### src/rtl/ecd_pkg.sv
// Package for the epoch-seconds to civil-date converter.
// Holds pipeline depth, calendar constants, reciprocal multipliers and the month table.
// Used by ecd_dp and epoch_seconds_to_civil_date.
package ecd_pkg;

    localparam int NSTG = 14;

    localparam int SEC_W = 48;
    localparam int YEAR_W = 24;
    localparam int MONTH_W = 4;
    localparam int DAY_W = 5;
    localparam int WDAY_W = 3;
    localparam int OUT_TDATA_W = 40;

    localparam longint SECONDS_PER_DAY = 86400;
    localparam longint DAYS_PER_ERA_L = 146097;
    localparam longint DAYS_TO_MARCH_EPOCH = 719468;
    localparam longint ERA_BIAS = 11150;
    localparam longint DAY_BIAS = DAYS_TO_MARCH_EPOCH + ERA_BIAS * DAYS_PER_ERA_L;

    localparam logic [48:0] SEC_OFFSET = 49'(DAY_BIAS * SECONDS_PER_DAY);
    localparam logic [23:0] YEAR_BIAS = 24'(ERA_BIAS * 400);

    localparam logic [9:0]  DIV675 = 10'd675;
    localparam logic [17:0] DAYS_PER_ERA = 18'(DAYS_PER_ERA_L);
    localparam logic [17:0] LAST_DOE = 18'd146096;
    localparam logic [17:0] DAYS_PER_YEAR = 18'd365;

    localparam logic [21:0] M675A  = 22'(((longint'(1) << 31) + 674) / 675);
    localparam logic [31:0] M675B  = 32'(((longint'(1) << 41) + 674) / 675);
    localparam logic [14:0] MERA   = 15'((longint'(1) << 32) / DAYS_PER_ERA_L);
    localparam logic [18:0] M1460  = 19'(((longint'(1) << 29) + 1459) / 1460);
    localparam logic [18:0] M36524 = 19'(((longint'(1) << 34) + 36523) / 36524);
    localparam logic [18:0] M365   = 19'(((longint'(1) << 27) + 364) / 365);
    localparam logic [9:0]  M100   = 10'(((longint'(1) << 16) + 99) / 100);
    localparam logic [11:0] M153   = 12'(((longint'(1) << 19) + 152) / 153);

    typedef logic [NSTG-1:0] stage_vec_t;

    // First day of each shifted month, March first, counted within the March-based year.
    function automatic logic [8:0] month_start(input logic [3:0] mp);
        logic [8:0] s;
        case (mp)
            4'd0:    s = 9'd0;
            4'd1:    s = 9'd31;
            4'd2:    s = 9'd61;
            4'd3:    s = 9'd92;
            4'd4:    s = 9'd122;
            4'd5:    s = 9'd153;
            4'd6:    s = 9'd184;
            4'd7:    s = 9'd214;
            4'd8:    s = 9'd245;
            4'd9:    s = 9'd275;
            4'd10:   s = 9'd306;
            4'd11:   s = 9'd337;
            default: s = 9'd0;
        endcase
        return s;
    endfunction

endpackage

### src/rtl/ecd_dp.sv
// Datapath of the epoch-seconds to civil-date converter: fourteen register stages.
// Each stage loads when its bit of the enable vector is set; depends on ecd_pkg.
module ecd_dp (
    input  logic                        clk,
    input  ecd_pkg::stage_vec_t         en,
    input  logic [ecd_pkg::SEC_W-1:0]   local_seconds,
    output logic [ecd_pkg::YEAR_W-1:0]  year,
    output logic [ecd_pkg::MONTH_W-1:0] month,
    output logic [ecd_pkg::DAY_W-1:0]   day_of_month,
    output logic [ecd_pkg::WDAY_W-1:0]  weekday
);
    import ecd_pkg::*;

    logic [41:0] v0_reg;
    logic [20:0] a1_reg, b1_reg;
    logic [11:0] qa1_reg, qa2_reg;
    logic [30:0] r2_reg;
    logic [31:0] z3_reg, z4_reg;
    logic [14:0] era4_reg, era5_reg, era6_reg, era7_reg, era8_reg, era9_reg;
    logic [14:0] era10_reg, era11_reg, era12_reg;
    logic [6:0]  ws4_reg;
    logic [18:0] r5_reg;
    logic [2:0]  wd5_reg, wd6_reg, wd7_reg, wd8_reg, wd9_reg, wd10_reg, wd11_reg, wd12_reg;
    logic [17:0] doe6_reg, doe7_reg, doe8_reg, doe9_reg, doe10_reg;
    logic [6:0]  t1_7_reg;
    logic [2:0]  t2_7_reg;
    logic        t3_7_reg;
    logic [17:0] yn8_reg;
    logic [8:0]  yoe9_reg, yoe10_reg, yoe11_reg, yoe12_reg;
    logic [17:0] base10_reg;
    logic [2:0]  c100_10_reg;
    logic [8:0]  doy11_reg, doy12_reg;
    logic [3:0]  mp12_reg;
    logic [23:0] year_reg;
    logic [3:0]  month_reg;
    logic [4:0]  day_reg;
    logic [2:0]  wd_reg;

    logic [48:0] u_next;
    logic [21:0] qm;
    logic [9:0]  ra;
    logic [62:0] pb;
    logic [46:0] pe;
    logic [32:0] zw;
    logic [6:0]  ws_next;
    logic [3:0]  w1;
    logic [3:0]  w2;
    logic [2:0]  wd5_next;
    logic [31:0] pm;
    logic        wrap;
    logic [36:0] p1460, p36524, p365;
    logic [18:0] p100;
    logic [10:0] x153;
    logic [22:0] p153;
    logic [3:0]  mm;
    logic [23:0] year_next;

    assign u_next = {{1{local_seconds[SEC_W-1]}}, local_seconds} + SEC_OFFSET;
    assign qm     = 22'(qa1_reg) * 22'(DIV675);
    assign ra     = 10'(a1_reg - qm[20:0]);
    assign pb     = 63'(r2_reg) * 63'(M675B);
    assign pe     = 47'(z3_reg) * 47'(MERA);
    assign zw     = 33'(z3_reg) + 33'd3;

    // Weekday is (z + 3) mod 7 with z the biased day number; 8 is 1 modulo 7.
    always_comb
    begin
        ws_next = '0;
        for (int i = 0; i < 11; i++)
        begin
            ws_next = ws_next + 7'(zw[3*i +: 3]);
        end
    end

    always_comb
    begin
        w1 = 4'(ws4_reg[2:0]) + 4'(ws4_reg[5:3]) + 4'(ws4_reg[6]);
        w2 = 4'(w1[2:0]) + 4'(w1[3]);
        wd5_next = (w2 >= 4'd7) ? 3'(w2 - 4'd7) : w2[2:0];
    end

    assign pm     = 32'(era4_reg) * 32'(DAYS_PER_ERA);
    assign wrap   = r5_reg >= 19'(DAYS_PER_ERA);
    assign p1460  = 37'(doe6_reg) * 37'(M1460);
    assign p36524 = 37'(doe6_reg) * 37'(M36524);
    assign p365   = 37'(yn8_reg) * 37'(M365);
    assign p100   = 19'(yoe9_reg) * 19'(M100);
    assign x153   = {doy11_reg, 2'b00} + 11'(doy11_reg) + 11'd2;
    assign p153   = 23'(x153) * 23'(M153);
    assign mm     = (mp12_reg < 4'd10) ? mp12_reg + 4'd3 : mp12_reg - 4'd9;
    assign year_next = 24'(yoe12_reg) + 24'(era12_reg) * 24'd400 - YEAR_BIAS
                       + 24'(mm <= 4'd2);

    always_ff @(posedge clk)
    begin
        if (en[0])
        begin
            v0_reg <= u_next[48:7];
        end
        if (en[1])
        begin
            a1_reg  <= v0_reg[41:21];
            b1_reg  <= v0_reg[20:0];
            qa1_reg <= 12'(v0_reg[41:21] * 43'(M675A) >> 31);
        end
        if (en[2])
        begin
            r2_reg  <= {ra, b1_reg};
            qa2_reg <= qa1_reg;
        end
        if (en[3])
        begin
            z3_reg <= {qa2_reg[10:0], pb[61:41]};
        end
        if (en[4])
        begin
            era4_reg <= pe[46:32];
            z4_reg   <= z3_reg;
            ws4_reg  <= ws_next;
        end
        if (en[5])
        begin
            r5_reg   <= 19'(z4_reg - pm);
            era5_reg <= era4_reg;
            wd5_reg  <= wd5_next;
        end
        if (en[6])
        begin
            era6_reg <= wrap ? era5_reg + 15'd1 : era5_reg;
            doe6_reg <= wrap ? 18'(r5_reg - 19'(DAYS_PER_ERA)) : r5_reg[17:0];
            wd6_reg  <= wd5_reg;
        end
        if (en[7])
        begin
            t1_7_reg <= p1460[35:29];
            t2_7_reg <= p36524[36:34];
            t3_7_reg <= doe6_reg == LAST_DOE;
            doe7_reg <= doe6_reg;
            era7_reg <= era6_reg;
            wd7_reg  <= wd6_reg;
        end
        if (en[8])
        begin
            yn8_reg  <= doe7_reg - 18'(t1_7_reg) + 18'(t2_7_reg) - 18'(t3_7_reg);
            doe8_reg <= doe7_reg;
            era8_reg <= era7_reg;
            wd8_reg  <= wd7_reg;
        end
        if (en[9])
        begin
            yoe9_reg <= p365[35:27];
            doe9_reg <= doe8_reg;
            era9_reg <= era8_reg;
            wd9_reg  <= wd8_reg;
        end
        if (en[10])
        begin
            base10_reg  <= 18'(yoe9_reg) * DAYS_PER_YEAR + 18'(yoe9_reg[8:2]);
            c100_10_reg <= p100[18:16];
            doe10_reg   <= doe9_reg;
            yoe10_reg   <= yoe9_reg;
            era10_reg   <= era9_reg;
            wd10_reg    <= wd9_reg;
        end
        if (en[11])
        begin
            doy11_reg <= 9'(doe10_reg - base10_reg + 18'(c100_10_reg));
            yoe11_reg <= yoe10_reg;
            era11_reg <= era10_reg;
            wd11_reg  <= wd10_reg;
        end
        if (en[12])
        begin
            mp12_reg  <= p153[22:19];
            doy12_reg <= doy11_reg;
            yoe12_reg <= yoe11_reg;
            era12_reg <= era11_reg;
            wd12_reg  <= wd11_reg;
        end
        if (en[13])
        begin
            year_reg  <= year_next;
            month_reg <= mm;
            day_reg   <= 5'(doy12_reg - month_start(mp12_reg) + 9'd1);
            wd_reg    <= wd12_reg;
        end
    end

    assign year         = year_reg;
    assign month        = month_reg;
    assign day_of_month = day_reg;
    assign weekday      = wd_reg;

endmodule

### src/rtl/epoch_seconds_to_civil_date.sv
// Top level of the epoch-seconds to civil-date converter: stream ports and pipeline control.
// Instantiates ecd_dp; depends on ecd_pkg.
//
// Each input transaction carries signed 48-bit local seconds since 1970-01-01 and yields
// exactly one output transaction with the proleptic Gregorian year, month, day and weekday.
// The block takes one transaction per cycle while m_axis_tready is high or some stage is empty;
// its pipeline depth is set by the chain of constant-reciprocal multiplies that divides by 86400, by the
// 400-year era and by the year and month lengths, each followed by its own register stage.
// A stalled output holds the pipeline only as far as it is full; empty stages still fill.
module epoch_seconds_to_civil_date (
    input  logic                                clk,
    input  logic                                rst_n,
    input  logic                                s_axis_tvalid,
    output logic                                s_axis_tready,
    // local_seconds[47:0]
    input  logic [ecd_pkg::SEC_W-1:0]           s_axis_tdata,
    output logic                                m_axis_tvalid,
    input  logic                                m_axis_tready,
    // year[23:0], month[27:24], day_of_month[32:28], weekday[35:33], zero[39:36]
    output logic [ecd_pkg::OUT_TDATA_W-1:0]     m_axis_tdata
);
    import ecd_pkg::*;

    stage_vec_t vld_reg, vld_next, en;
    logic [YEAR_W-1:0]  year;
    logic [MONTH_W-1:0] month;
    logic [DAY_W-1:0]   day_of_month;
    logic [WDAY_W-1:0]  weekday;

    // A stage may load when the output is ready or some stage at or after it is empty.
    always_comb
    begin
        for (int k = 0; k < NSTG; k++)
        begin
            en[k] = m_axis_tready || (((~vld_reg) >> k) != '0);
        end
        vld_next[0] = en[0] ? s_axis_tvalid : vld_reg[0];
        for (int k = 1; k < NSTG; k++)
        begin
            vld_next[k] = en[k] ? vld_reg[k-1] : vld_reg[k];
        end
    end

    always_ff @(posedge clk or negedge rst_n)
    begin
        if (!rst_n)
        begin
            vld_reg <= '0;
        end
        else
        begin
            vld_reg <= vld_next;
        end
    end

    ecd_dp u_dp (
        .clk           (clk),
        .en            (en),
        .local_seconds (s_axis_tdata),
        .year          (year),
        .month         (month),
        .day_of_month  (day_of_month),
        .weekday       (weekday)
    );

    assign s_axis_tready = en[0];
    assign m_axis_tvalid = vld_reg[NSTG-1];
    assign m_axis_tdata  = {4'b0000, weekday, day_of_month, month, year};

    a_full_when_blocked: assert property (@(posedge clk) disable iff (!rst_n)
        !s_axis_tready |-> (&vld_reg) && !m_axis_tready)
        else $error("input blocked while the pipeline has room");

    a_accept_enters: assert property (@(posedge clk) disable iff (!rst_n)
        s_axis_tvalid && s_axis_tready |=> vld_reg[0])
        else $error("accepted transaction did not enter the first stage");

    a_month_range: assert property (@(posedge clk) disable iff (!rst_n)
        m_axis_tvalid |-> month >= 4'd1 && month <= 4'd12)
        else $error("month out of range");

    a_day_range: assert property (@(posedge clk) disable iff (!rst_n)
        m_axis_tvalid |-> day_of_month >= 5'd1 && weekday <= 3'd6)
        else $error("day or weekday out of range");

endmodule
### config.mk
export PLATFORM = sky130hd
export DESIGN_NAME = epoch_seconds_to_civil_date
export DESIGN_NICKNAME = d
export VERILOG_FILES = /design/src/rtl/ecd_pkg.sv /design/src/rtl/ecd_dp.sv /design/src/rtl/epoch_seconds_to_civil_date.sv
export SDC_FILE = /design/constraint.sdc
export NUM_CORES = 2
export LEC_CHECK = 0
export BUFFER_PORTS_ARGS = -buffer_cell sky130_fd_sc_hd__buf_4
export CELL_PAD_IN_SITES_DETAIL_PLACEMENT = 1
export CELL_PAD_IN_SITES_GLOBAL_PLACEMENT = 1
export CORE_MARGIN = 1.5
export CORE_UTILIZATION = 39
export CTS_BUF_LIST = sky130_fd_sc_hd__clkbuf_2
export DETAILED_ROUTE_END_ITERATION = 16
export PLACE_DENSITY_LB_ADDON = 0.1
export SYNTH_ARGS = -nofsm -noshare
export SYNTH_HDL_FRONTEND = slang
export SYNTH_SLANG_ARGS = --single-unit
### constraint.sdc
create_clock -name clk -period 8.55 [get_ports clk]
set_input_delay 0 -clock clk [delete_from_list [all_inputs] [get_ports clk]]
set_output_delay 0 -clock clk [all_outputs]
set_load 0.02 [all_outputs]
==> out/metrics.cfg <==
[run_status]
outcome = complete, no violations

[critical_path]
crit_end = u_dp.z3_reg[19]
rrSetupSlack_ns = 0.94
arrival_ns = 8.77
crit_start = u_dp.r2_reg[18]
regToRegStartpoint = u_dp.r2_reg[18]
critical_path.max_fanout = 10
r2r.worst_path.cells = 23
cp.required_ns = 9.70
worstSetupStartpointType = flip-flop
rr_endpoint = u_dp.z3_reg[19]
worst-setup-path-type = reg2reg
end_kind = flip-flop

[drt]
vias = 45630
ant_nets = 0
vias_per_cell = 4.746
drc = 0
met1_length_mm = 88.52
drt-total-wl_mm = 184.2
drt_first_pass_iters = 5
top_layer_used = met5
drt-initial-drc-count = 1426
dr_wl_met2_mm = 88.75
met3WireLength_mm = 4.267
wl_per_cell_um = 19.16

[logic_synthesis]
syn_inst = 6532
synth.most_common_cell = inv_1
synth_top_cell_by_area = fa_1
syn-mean-instance-area_sq_um = 11.52
synth_warnings = 0
synth_flop_cell = edfxtp_1
syn_area_sq_mm = 0.07522
synth-edff-count = 556
ys_seq_elements = 575
synth_top_cells_by_count = inv_1, ha_1, fa_1
yosysTopAreaCellShare_pct = 28.61
synth_cell_types = 78
yosysSeqAreaShare_pct = 22.79
async_flop_share_pct = 2.435
synth_area_leaders = fa_1, ha_1, edfxtp_1, inv_1, xnor2_1

[hold_path]
hold_class = in2reg

[timing]
max_freq_mhz = 131.4
final-max-slew-violation-count = 0
rsz0062_at_grt = no
worst_slew_margin_rel_pct = 33.02
finalSetupViolations = 0
finalCritPeriodShare_pct = 89.02
min_period_ns = 7.611
hold_viol_final = 0
fin_skew_ns = 0.1891
timing.setup.tns_ns = 0
tightest_slew_ns = 1.005

[job]
drv_cap = 0

[clocking]
cts_setup_buffers = 0
ctsRootBufferMaster = clkbuf_2
cts_buffer_depth = 3
clock_latency_ns = 1.53
cts_max_level = 4
post_cts_resized = 0
cts_tree = built
clkSinkCount = 575
cts_made_buffers = 163
clk_pin_slew_worst_paths_ns = 0.10

[place]
placed_cell_area_sq_mm = 0.07935
dp_hpwl_mm = 157.6
place_congestion = 0.8832
io_buffers = 82

[floorplan]
die_area_sq_mm = 0.1955
rows = 161
fp.dieW_um = 442.2
io_pins = 94
coreArea_sq_mm = 0.1922
initial_core_util_pct = 39.14
die_h_um = 442.2

[final_layout]
syn2layout_area_growth_pct = 9.434
fin_nets = 9725
largest_reg_flops = 42
nFillCells = 20850
drive_gt1_share_pct = 5.834
regArea_sq_mm = 0.01715
finish.instance_area_sq_mm = 0.08232
multi_input_area_sq_mm = 0.05116

[global_routing]
grt_antenna_before_repair = 6
grt_pass1_wl_mm = 299.4
grt_usage_pct = 19.74
grt_pass1_vias = 52960
grt_start_max_net_pins = 50
grt-ovfl-total = 0

[worst min path at each step]
stage	cells after the start	slack [ns]	startpoint	endpoint
2_1_floorplan	0	-0.30	rst_n	vld_reg[0]
3_3_place_gp	1	-0.13	rst_n	vld_reg[13]
3_5_place_dp	1	-0.12	rst_n	vld_reg[13]
4_1_cts	4	0.01	s_axis_tdata[7]	u_dp.v0_reg[0]
5_1_grt	4	0.12	s_axis_tdata[7]	u_dp.v0_reg[0]
6_report	4	0.36	s_axis_tdata[7]	u_dp.v0_reg[0]
[final cells by class]
cell class	count	area share, %
Tap cell	2526	3.839
Sequential cell	575	20.83
Multi-Input combinational cell	4113	62.14
Clock buffer	224	1.362
Inverter	1838	8.381
Clock inverter	55	0.4848
Antenna cell	9	0.02736
Timing Repair Buffer	274	2.933
[cells by family (layout without fill, tap and decap cells)]
family                   count (synthesis)  in the layout  share of synthesized area, %
AO/OA/AOI/OAI                          509            509                         4.411
XOR/XNOR                               341            341                         3.970
adder cells (fa/ha/maj)               2709           2709                         55.78
buffers and inverters                 1847           2391                         9.248
flip-flops                             575            575                         22.79
multiplexers                            14             14                        0.1996
other                                    1             13                      0.004985
AND/OR/NAND/NOR                        536            536                         3.589
[what timing repair did]
action | 4_1_cts | 5_1_grt
endpoints found under the setup margin | 0 | 0
hold endpoints to repair | 422 | 0
hold buffers | 143 | 0
[worst max-delay path: stages (launching register included)]
cell	delay [ns]
edfxtp_1	0.80
fa_1	0.57
ha_1	0.30
ha_1	0.31
fa_1	0.50
inv_1	0.06
fa_1	0.53
inv_1	0.05
fa_1	0.50
fa_1	0.54
inv_1	0.05
fa_1	0.43
inv_1	0.07
ha_1	0.27
a211oi_1	0.29
o211ai_1	0.17
a221oi_1	0.58
o21a_1	0.20
o22ai_1	0.06
o21ba_2	0.33
o31ai_4	0.12
a211o_1	0.31
a21oi_1	0.18
xnor2_1	0.09
[through the flow]
step / setup WS [ns] / util (%) / hold WS [ns] / instances
2_1_floorplan: 1.731 / - / -0.2956 / 6535
5_1_grt: 0.4139 / 42.83 / 0.1155 / 9611
6_report: 0.9392 / 42.84 / 0.3636 / 9614
3_5_place_dp: 0.8965 / 41.29 / -0.1231 / 9183
4_1_cts: 0.8684 / 42.82 / 0.01063 / 9605
3_3_place_gp: 0.9992 / 41.29 / -0.1269 / 9183
[layout by cell type (no fill, tap or decap), drive strengths merged, types with 8 or more instances in the layout]
cell / Yosys / layout
inv: 1837 / 1841
ha: 1633 / 1633
fa: 1075 / 1075
edfxtp: 556 / 556
xnor2: 230 / 230
clkbuf: 2 / 224
a21oi: 160 / 160
dlygate4sd3: 0 / 143
buf: 7 / 131
nor2: 129 / 129
nand2: 113 / 113
xor2: 111 / 111
o21ai: 82 / 82
a21o: 76 / 76
nand3: 56 / 56
clkinv: 1 / 44
nand2b: 42 / 42
nor3: 39 / 39
nand4: 32 / 32
o21bai: 31 / 31
and3: 29 / 29
o21a: 28 / 28
nor2b: 27 / 27
a211oi: 22 / 22
a31oi: 17 / 17
or3: 16 / 16
dfrtp: 14 / 14
o211ai: 12 / 12
nor4: 10 / 10
o31ai: 10 / 10
diode: 0 / 9
and2: 9 / 9
mux2i: 9 / 9
o31a: 8 / 8
[routing by layer]
metal  up-vias  track usage [%]
li1      21910                -
met1     23170            27.13
met2       395            33.64
met3       154            2.361
met4         4            3.669
met5         -                0
Power is left out: the tool's default activity adds up to more than one toggle a clock period on the data nets, which glitch-free logic cannot reach.
